**config.mk**
```make
export PLATFORM = sky130hd
export DESIGN_NAME = cubic_bezier_x_to_parameter_unit
export DESIGN_NICKNAME = d
export VERILOG_FILES = /design/src/rtl/cbx_pkg.sv /design/src/rtl/cbx_ctrl.sv /design/src/rtl/cbx_datapath.sv /design/src/rtl/cubic_bezier_x_to_parameter_unit.sv
export SDC_FILE = /design/constraint.sdc
export NUM_CORES = 1
export LEC_CHECK = 0
export ABC_AREA = 1
export BUFFER_PORTS_ARGS = -buffer_cell sky130_fd_sc_hd__buf_2
export CAP_MARGIN = 20
export CORE_MARGIN = 2
export CORE_UTILIZATION = 30
export DETAILED_ROUTE_END_ITERATION = 7
export PLACE_DENSITY = 0.49
export REMOVE_ABC_BUFFERS = 1
export SETUP_SLACK_MARGIN = 0.3
export SYNTH_ARGS = -nofsm -noshare
export SYNTH_HDL_FRONTEND = slang
export SYNTH_SLANG_ARGS = --single-unit
```
**constraint.sdc**
```tcl
create_clock -name clk -period 13.3 [get_ports clk]
set_clock_uncertainty 0.15 [all_clocks]
set_input_delay 1.33 -clock clk [delete_from_list [all_inputs] [get_ports clk]]
set_output_delay 1.33 -clock clk [all_outputs]
set_load 0.05 [all_outputs]
```
**src/rtl/cbx_pkg.sv**
```systemverilog
// ----------------------------------------------------------------------------
// cbx_pkg
// Shared types and constants for the cubic Bezier x-to-parameter unit.
// ----------------------------------------------------------------------------
`timescale 1ns / 1ps

package cbx_pkg;

  localparam int COORD_W     = 32;
  localparam int PARAM_OUT_W = 17;
  localparam int MAXIT_W     = 10;
  localparam int TOL_W       = 16;
  localparam int CFG_IDX_W   = 2;
  localparam int CFG_DATA_W  = 16;

  localparam logic [MAXIT_W-1:0] MAXIT_RESET = 10'd32;
  localparam logic [TOL_W-1:0]   TOL_RESET   = 16'd1;

  // configuration register indexes
  localparam logic [CFG_IDX_W-1:0] REG_MAX_ITER  = 2'd0;
  localparam logic [CFG_IDX_W-1:0] REG_TOLERANCE = 2'd1;

  typedef logic signed [COORD_W-1:0] coord_t;

  typedef enum logic [1:0] {
    OUT_BEFORE    = 2'd0,
    OUT_PAST      = 2'd1,
    OUT_CONVERGED = 2'd2,
    OUT_LIMIT     = 2'd3
  } outcome_t;

  // controller -> datapath
  typedef struct packed {
    logic     load;
    logic     split;
    logic     update;
    logic     emit;
    outcome_t outcome;
  } cbx_cmd_t;

  // datapath -> controller
  typedef struct packed {
    logic at_start;
    logic past;
    logic conv;
  } cbx_status_t;

endpackage

```
**src/rtl/cbx_ctrl.sv**
```systemverilog
// ----------------------------------------------------------------------------
// cbx_ctrl
// Sequencer for the bisection search: end checks, split/decide steps,
// iteration count and result emission.
// ----------------------------------------------------------------------------
`timescale 1ns / 1ps

module cbx_ctrl (
  input  logic                          clk,
  input  logic                          rst_n,
  input  logic                          start,
  output logic                          busy,
  input  logic [cbx_pkg::MAXIT_W-1:0]   max_iterations,
  input  cbx_pkg::cbx_status_t          status,
  output cbx_pkg::cbx_cmd_t             cmd
);
  import cbx_pkg::*;

  typedef enum logic [4:0] {
    ST_IDLE   = 5'b00001,
    ST_ENDS   = 5'b00010,
    ST_SPLIT  = 5'b00100,
    ST_DECIDE = 5'b01000,
    ST_LIMIT  = 5'b10000
  } state_t;

  state_t               state_r, state_nxt;
  logic [MAXIT_W-1:0]   iter_r, iter_nxt;
  logic [MAXIT_W-1:0]   iter_inc;

  assign iter_inc = iter_r + 1'b1;
  assign busy     = (state_r != ST_IDLE);

  always_comb begin
    state_nxt   = state_r;
    iter_nxt    = iter_r;
    cmd         = '0;
    cmd.outcome = OUT_BEFORE;
    case (state_r)
      ST_IDLE: begin
        if (start) begin
          cmd.load  = 1'b1;
          iter_nxt  = '0;
          state_nxt = ST_ENDS;
        end
      end
      ST_ENDS: begin
        // start check wins over end check
        if (status.at_start) begin
          cmd.emit    = 1'b1;
          cmd.outcome = OUT_BEFORE;
          state_nxt   = ST_IDLE;
        end else if (status.past) begin
          cmd.emit    = 1'b1;
          cmd.outcome = OUT_PAST;
          state_nxt   = ST_IDLE;
        end else if (max_iterations == '0) begin
          state_nxt = ST_LIMIT;
        end else begin
          state_nxt = ST_SPLIT;
        end
      end
      ST_SPLIT: begin
        cmd.split = 1'b1;
        state_nxt = ST_DECIDE;
      end
      ST_DECIDE: begin
        if (status.conv) begin
          cmd.emit    = 1'b1;
          cmd.outcome = OUT_CONVERGED;
          state_nxt   = ST_IDLE;
        end else begin
          cmd.update = 1'b1;
          iter_nxt   = iter_inc;
          state_nxt  = (iter_inc == max_iterations) ? ST_LIMIT : ST_SPLIT;
        end
      end
      ST_LIMIT: begin
        cmd.emit    = 1'b1;
        cmd.outcome = OUT_LIMIT;
        state_nxt   = ST_IDLE;
      end
      default: begin
        state_nxt = ST_IDLE;
      end
    endcase
  end

  always_ff @(posedge clk) begin
    if (!rst_n) begin
      state_r <= ST_IDLE;
      iter_r  <= '0;
    end else begin
      state_r <= state_nxt;
      iter_r  <= iter_nxt;
    end
  end

`ifndef SYNTH
  a_start_to_ends: assert property (@(posedge clk) disable iff (!rst_n)
    (state_r == ST_IDLE && start) |=> (state_r == ST_ENDS))
    else $error("accepted beat did not enter end check");

  a_emit_to_idle: assert property (@(posedge clk) disable iff (!rst_n)
    cmd.emit |=> (state_r == ST_IDLE))
    else $error("controller not idle after emitting a result");

  a_busy_cause: assert property (@(posedge clk) disable iff (!rst_n)
    $rose(busy) |-> $past(start))
    else $error("busy rose without a start");
`endif

endmodule

```
**src/rtl/cbx_datapath.sv**
```systemverilog
// ----------------------------------------------------------------------------
// cbx_datapath
// Control points, de Casteljau halving, parameter interval and result
// register. Each bisection step runs the halving, then the decide/update.
// ----------------------------------------------------------------------------
`timescale 1ns / 1ps

module cbx_datapath #(
  parameter int PARAM_FRAC_BITS = 16
) (
  input  logic                              clk,
  input  logic                              rst_n,
  input  cbx_pkg::cbx_cmd_t                 cmd,
  input  logic [cbx_pkg::TOL_W-1:0]         tolerance,
  input  cbx_pkg::coord_t                   in_target_x,
  input  cbx_pkg::coord_t                   in_start_x,
  input  cbx_pkg::coord_t                   in_end_x,
  input  cbx_pkg::coord_t                   in_ctrl_first_x,
  input  cbx_pkg::coord_t                   in_ctrl_second_x,
  output cbx_pkg::cbx_status_t              status,
  output logic                              out_strobe,
  output logic [cbx_pkg::PARAM_OUT_W-1:0]   out_curve_param,
  output logic [1:0]                        out_outcome
);
  import cbx_pkg::*;

  localparam int PW = PARAM_FRAC_BITS + 1;
  localparam logic [PW-1:0] ONE = {1'b1, {PARAM_FRAC_BITS{1'b0}}};

  function automatic coord_t mid_pt(input coord_t p, input coord_t q);
    logic signed [COORD_W:0] s;
    s = {p[COORD_W-1], p} + {q[COORD_W-1], q};
    return s[COORD_W:1];
  endfunction

  coord_t tx_r, p0_r, p1_r, p2_r, p3_r;
  coord_t a_r, c_r, d_r, e_r;
  coord_t a_w, b_w, c_w, d_w, e_w, f_w;
  logic [PW-1:0] u_r, v_r, mid_par;
  logic [PW:0]   par_sum;

  logic signed [COORD_W:0]   de_sum;
  logic signed [COORD_W+1:0] err2;   // d + e - 2*tx
  logic signed [COORD_W:0]   diff;   // f - tx
  logic signed [COORD_W:0]   tol_s;
  logic                      f_below;

  logic                   out_strobe_r;
  logic [PARAM_OUT_W-1:0] out_curve_param_r;
  outcome_t               out_outcome_r;

  // halving tree, registered in the split state of a step
  assign a_w = mid_pt(p0_r, p1_r);
  assign b_w = mid_pt(p1_r, p2_r);
  assign c_w = mid_pt(p2_r, p3_r);
  assign d_w = mid_pt(a_w, b_w);
  assign e_w = mid_pt(b_w, c_w);

  // decide state: f and its distance to the target
  assign de_sum  = {d_r[COORD_W-1], d_r} + {e_r[COORD_W-1], e_r};
  assign f_w     = de_sum[COORD_W:1];
  assign err2    = {{2{d_r[COORD_W-1]}}, d_r} + {{2{e_r[COORD_W-1]}}, e_r}
                 - {tx_r[COORD_W-1], tx_r, 1'b0};
  // floor((d+e)/2) - tx == floor((d+e-2tx)/2)
  assign diff    = err2[COORD_W+1:1];
  assign tol_s   = {{(COORD_W+1-TOL_W){1'b0}}, tolerance};
  assign f_below = diff[COORD_W];

  assign status.at_start = (tx_r <= p0_r);
  assign status.past     = (tx_r >= p3_r);
  assign status.conv     = (diff < tol_s) && (diff > -tol_s);

  assign par_sum = {1'b0, u_r} + {1'b0, v_r};
  assign mid_par = par_sum[PW:1];

  always_ff @(posedge clk) begin
    if (cmd.load) begin
      tx_r <= in_target_x;
      p0_r <= in_start_x;
      p1_r <= in_ctrl_first_x;
      p2_r <= in_ctrl_second_x;
      p3_r <= in_end_x;
    end else if (cmd.update) begin
      if (f_below) begin
        p0_r <= f_w;
        p1_r <= e_r;
        p2_r <= c_r;
      end else begin
        p1_r <= a_r;
        p2_r <= d_r;
        p3_r <= f_w;
      end
    end
    if (cmd.split) begin
      a_r <= a_w;
      c_r <= c_w;
      d_r <= d_w;
      e_r <= e_w;
    end
  end

  always_ff @(posedge clk) begin
    if (!rst_n) begin
      u_r <= '0;
      v_r <= ONE;
    end else if (cmd.load) begin
      u_r <= '0;
      v_r <= ONE;
    end else if (cmd.update) begin
      if (f_below) begin
        u_r <= mid_par;
      end else begin
        v_r <= mid_par;
      end
    end
  end

  always_ff @(posedge clk) begin
    if (!rst_n) begin
      out_strobe_r <= 1'b0;
    end else begin
      out_strobe_r <= cmd.emit;
    end
  end

  always_ff @(posedge clk) begin
    if (cmd.emit) begin
      out_outcome_r <= cmd.outcome;
      case (cmd.outcome)
        OUT_BEFORE: out_curve_param_r <= '0;
        OUT_PAST:   out_curve_param_r <= PARAM_OUT_W'(ONE);
        default:    out_curve_param_r <= PARAM_OUT_W'(mid_par);
      endcase
    end
  end

  assign out_strobe      = out_strobe_r;
  assign out_curve_param = out_curve_param_r;
  assign out_outcome     = out_outcome_r;

`ifndef SYNTH
  a_interval_order: assert property (@(posedge clk) disable iff (!rst_n)
    u_r <= v_r)
    else $error("parameter interval inverted");

  a_interval_unit: assert property (@(posedge clk) disable iff (!rst_n)
    v_r <= ONE)
    else $error("parameter interval beyond 1.0");

  a_before_zero: assert property (@(posedge clk) disable iff (!rst_n)
    (out_strobe_r && out_outcome_r == OUT_BEFORE) |-> (out_curve_param_r == '0))
    else $error("before-start beat with nonzero parameter");
`endif

endmodule

```
**src/rtl/cubic_bezier_x_to_parameter_unit.sv**
```systemverilog
// ----------------------------------------------------------------------------
// cubic_bezier_x_to_parameter_unit
// Finds the parameter at which a 1-D cubic Bezier reaches a target x.
// ----------------------------------------------------------------------------
// Usage:
//   Drive the five Q15.16 coordinates on in_* and pulse start while busy is
//   low; the beat is taken at that edge. One item is worked at a time.
//   The result (curve_param in Q1.16, outcome code) shows on out_* for one
//   cycle with out_strobe high; the receiver cannot stall it, so it must
//   capture the beat in that cycle. A new item may start while it shows.
//   busy stays high through the end checks, each bisection step (halving
//   tree, then decide/update) and, on the iteration limit, the emit state;
//   out_strobe is high in the first cycle busy is low.
//   A target at/below start or at/above end is emitted from the end checks.
//   Configuration: cfg_index 0 = max_iterations, 1 = tolerance; write only
//   while busy is low. cfg_ready is always high.
//   Reset restores max_iterations 32, tolerance 1 and drops any item.
// ----------------------------------------------------------------------------
`timescale 1ns / 1ps

module cubic_bezier_x_to_parameter_unit #(
  parameter int PARAM_FRAC_BITS = 16
) (
  input  logic                               clk,
  input  logic                               rst_n,
  input  logic                               start,
  output logic                               busy,
  input  cbx_pkg::coord_t                    in_target_x,
  input  cbx_pkg::coord_t                    in_start_x,
  input  cbx_pkg::coord_t                    in_end_x,
  input  cbx_pkg::coord_t                    in_ctrl_first_x,
  input  cbx_pkg::coord_t                    in_ctrl_second_x,
  output logic                               out_strobe,
  output logic [cbx_pkg::PARAM_OUT_W-1:0]    out_curve_param,
  output logic [1:0]                         out_outcome,
  input  logic                               cfg_valid,
  output logic                               cfg_ready,
  input  logic [cbx_pkg::CFG_IDX_W-1:0]      cfg_index,
  input  logic [cbx_pkg::CFG_DATA_W-1:0]     cfg_data
);
  import cbx_pkg::*;

  logic [MAXIT_W-1:0] max_iter_r;
  logic [TOL_W-1:0]   tol_r;
  cbx_cmd_t           cmd;
  cbx_status_t        status;

  assign cfg_ready = 1'b1;

  always_ff @(posedge clk) begin
    if (!rst_n) begin
      max_iter_r <= MAXIT_RESET;
      tol_r      <= TOL_RESET;
    end else if (cfg_valid && cfg_ready) begin
      if (cfg_index == REG_MAX_ITER) begin
        max_iter_r <= cfg_data[MAXIT_W-1:0];
      end else if (cfg_index == REG_TOLERANCE) begin
        tol_r <= cfg_data[TOL_W-1:0];
      end
    end
  end

  cbx_ctrl u_ctrl (
    .clk            (clk),
    .rst_n          (rst_n),
    .start          (start),
    .busy           (busy),
    .max_iterations (max_iter_r),
    .status         (status),
    .cmd            (cmd)
  );

  cbx_datapath #(
    .PARAM_FRAC_BITS (PARAM_FRAC_BITS)
  ) u_datapath (
    .clk              (clk),
    .rst_n            (rst_n),
    .cmd              (cmd),
    .tolerance        (tol_r),
    .in_target_x      (in_target_x),
    .in_start_x       (in_start_x),
    .in_end_x         (in_end_x),
    .in_ctrl_first_x  (in_ctrl_first_x),
    .in_ctrl_second_x (in_ctrl_second_x),
    .status           (status),
    .out_strobe       (out_strobe),
    .out_curve_param  (out_curve_param),
    .out_outcome      (out_outcome)
  );

endmodule
```
==> run_results.csv <==
group,metric,value,unit
synth,netlist_top_cells_area,"edfxtp_1, ha_1, nand2_1",
synth,async_reset_ff_share,0,%
die,chipHeight,320,um
clocking,cts_tree,"built",
synth,synth.distinct_cells,64,
setup_path,path_common_cell,"nand2_1",
final_layout,syn2layout_area_growth,13.4,%
synth,synth_edf_count,307,
placement,dp_hpwl,85.3,mm
synth,yosys.area.top_type,"edfxtp_1",
timing,fin_tns_setup,0,ns
clocking,clkLatencyLatePin,0.63,ns
routing,drt-pass1-iter-count,6,
setup_path,critPathKind,"flop to flop",
final_layout,fin_area,34000,um^2
synth,synthCells,3766,
timing,hold_violations,0,
routing,dr_wl_met2,46.2,mm
clocking,cts_htree_levels,2,
setup_path,critPathRequiredTime,13.38,ns
synth,yosysSeqAreaShare,35.8,%
routing,top_layer_used,"met4",
power,ir_drop,95.0,uV
placement,port-buffer-count,202,
setup_path,critPathMaxFanout,32,
synth,avgSynthCellArea,7.96,um^2
synth,ys_warn_count,0,
setup_path,path_buf_inv,4,
hold_path,hold_class,"flop to flop",
clocking,cts_hold_buf,0,
synth,netlist_area,30000,um^2
synth,synth_top_area_share,30.8,%
global_routing,gr-usage-all-layers,20.0,%
setup_path,worstSetupStartpointType,"flop",
placement,gp_congestion,0.914,
hold_path,min_from,"u_datapath.v_r[16]",
power,power_leakage,15.6,nW
final_layout,diodes,0,
die,dieArea,102000,um^2
die,start_util,30.4,%
timing,setup-violations-final,0,
clocking,cts_resized,0,
setup_path,cp_slowest_cell,"nand2_2",
clocking,clockBufferDepth,3,
timing,worst_slew_pin_slew,1.01,ns
setup_path,crit_family,"simple AND/OR/NAND/NOR gates",
routing,drt_iter0_drc,2063,
timing,report.final.slew_viol_count,0,
final_layout,drive_gt1_share,8.78,%
final_layout,nets,4495,
setup_path,critPathLaunch,"u_datapath.e_r[1]",
run_status,status,"complete, no violations",
routing,met3_wirelength,5.08,mm
timing,post-route-period-util,61.3,%
clocking,clk_pin_slew,0.06,ns
routing,drt_wl_total,104,mm
clocking,root_buffer,"clkbuf_16",
global_routing,grt_pass1_wl,155,mm
setup_path,worst-endpoint-arrival,8.24,ns
clocking,cts_made_buffers,48,
setup_path,cpPeakStageDelay,0.81,ns
final_layout,nFillCells,10500,
routing,drt-met1-wl,50.8,mm
die,ios,204,
timing,fmax,123,MHz
synth,synth_ff_type,"edfxtp_1",
setup_path,r2r_start,"u_datapath.e_r[1]",
routing,post-route-drc-count,0,
global_routing,antenna_found_initial,0,
setup_path,cp-end-kind,"flop",
routing,vias_per_cell,4.97,
routing,wl_per_cell,19.8,um
global_routing,grt_overflow,0,
die,rows,115,
power,power_density,168,nW/um^2
timing,grt_setup_unrepaired,"false",
placement,place_area,32400,um^2
timing,slew_headroom,32.1,%
clocking,postCtsSetupBuffers,0,
global_routing,grt_pass1_vias,25500,
timing,period_minus_slack,8.16,ns
global_routing,grt_start_max_net_pins,85,
routing,ant_nets,0,
routing,via_count,26200,
die,fp.dieW,320,um
clocking,cts.sink_count,383,
flow_run,maxCapViolCount,0,
die,placeableCoreArea,98700,um^2
synth,yosys_register_bits,383,
## per-layer routing
metal	vias up	track usage, %
met3	118	2.56
met4	0	4.76
met5	-	0
li1	13200	-
met2	641	31.8
met1	12300	28.6
## cell usage after synthesis (7+ instances only)
cell,n
clkbuf_1,51
nor2_1,299
o21ai_0,125
dfxtp_1,76
a21oi_1,312
o21bai_1,19
nand4_1,58
inv_2,7
xor2_1,157
nand3_1,288
a211oi_1,9
or2_2,9
o221ai_1,10
nor2_2,14
o211ai_1,16
nor4_1,12
a31oi_1,41
o21a_1,15
nor3_1,39
fa_1,8
ha_1,345
inv_1,477
nand2_1,845
a21o_1,18
buf_1,8
a21boi_0,31
xnor2_1,80
edfxtp_1,307
nand3b_1,7
## cell families after synthesis
family	count (synthesis)	synth area share [%]
compound gates	630	12.1
buf+inv	560	7.19
other cells	1	0.0125
fa+ha+maj	353	14.9
simple gates	1602	23.0
flops	383	35.8
xor+xnor	237	6.93
## worst register-to-register path, delay by kind of cell, from the launching register on
kind	cells	cell delay, ns
adders and majority gates	3	0.95
xor gates and xnor gates	1	0.23
buffers and inverters	4	0.27
and+or+nand+nor	19	3.50
AOI/OAI and AO/OA	10	2.22
DFF	1	0.35
## sequential cells by signal, indices dropped and copies added, names as in the netlist, 2 cells and up
name / flops
u_datapath.a_r: 32
u_datapath.c_r: 32
u_datapath.d_r: 32
u_datapath.e_r: 32
u_datapath.p0_r: 32
u_datapath.p1_r: 32
u_datapath.p2_r: 32
u_datapath.p3_r: 32
u_datapath.tx_r: 32
u_datapath.out_curve_param: 17
u_datapath.u_r: 17
u_datapath.v_r: 17
tol_r: 16
max_iter_r: 10
u_ctrl.iter_r: 10
u_ctrl.state_r: 5
u_datapath.out_outcome: 2
## path summary, 6_finish.rpt
check / endpoint / slack (ns) / depth (start not counted)
worst max-delay path: u_datapath.p3_r[8] / 5.14 / 37
worst min-delay path: u_datapath.v_r[16] / 0.34 / 2
worst max register to register: u_datapath.p3_r[8] / 5.14 / 37
worst min register to register: u_datapath.v_r[16] / 0.34 / 2
## power breakdown
part | switching (W) | leakage [nW] | internal, W | total (W)
Combinational | 0.00179 | 11.4 | 0.000947 | 0.00273
Sequential | 0.0000706 | 3.45 | 0.00155 | 0.00162
Clock | 0.000558 | 0.768 | 0.000798 | 0.00136
Total | 0.00241 | 15.6 | 0.00329 | 0.00571
## cells in the final DEF (no fill, tap or decap), drive strengths merged, types with 23 or more instances in the layout
| cell | instances |
|---|---|
| a21boi | 36 |
| a21oi | 313 |
| a31oi | 41 |
| buf | 214 |
| clkbuf | 58 |
| clkinv | 23 |
| dfxtp | 76 |
| edfxtp | 307 |
| ha | 345 |
| inv | 487 |
| nand2 | 854 |
| nand3 | 297 |
| nand4 | 59 |
| nor2 | 316 |
| nor3 | 41 |
| o21ai | 132 |
| xnor2 | 80 |
| xor2 | 157 |
## area by class of cell
class                      count  area [um^2]  area share, %
sequential                   383        10700           31.6
tap                         1287         1610           4.74
clock buffer                  57         1280           3.76
inverter                     489         1840           5.42
multi-input combinational   2823        17100           50.3
timing repair buffer         215         1110           3.26
clock inverter                30          303          0.891
## metrics by stage
step                cells  hold slack [ns]  total power (W)  setup slack, ns  util [%]
CTS                  5283            0.341          0.00571             5.17      34.4
global placement     5196            0.324          0.00431             5.32      32.8
detailed placement   5196            0.328          0.00433             5.20      32.8
finish               5284            0.344          0.00571             5.14      34.4
floorplan            3695            0.298          0.00353           -0.885         -
global route         5284            0.370          0.00610             4.34      34.4
No activity file was read; power rests on OpenSTA's default activity.
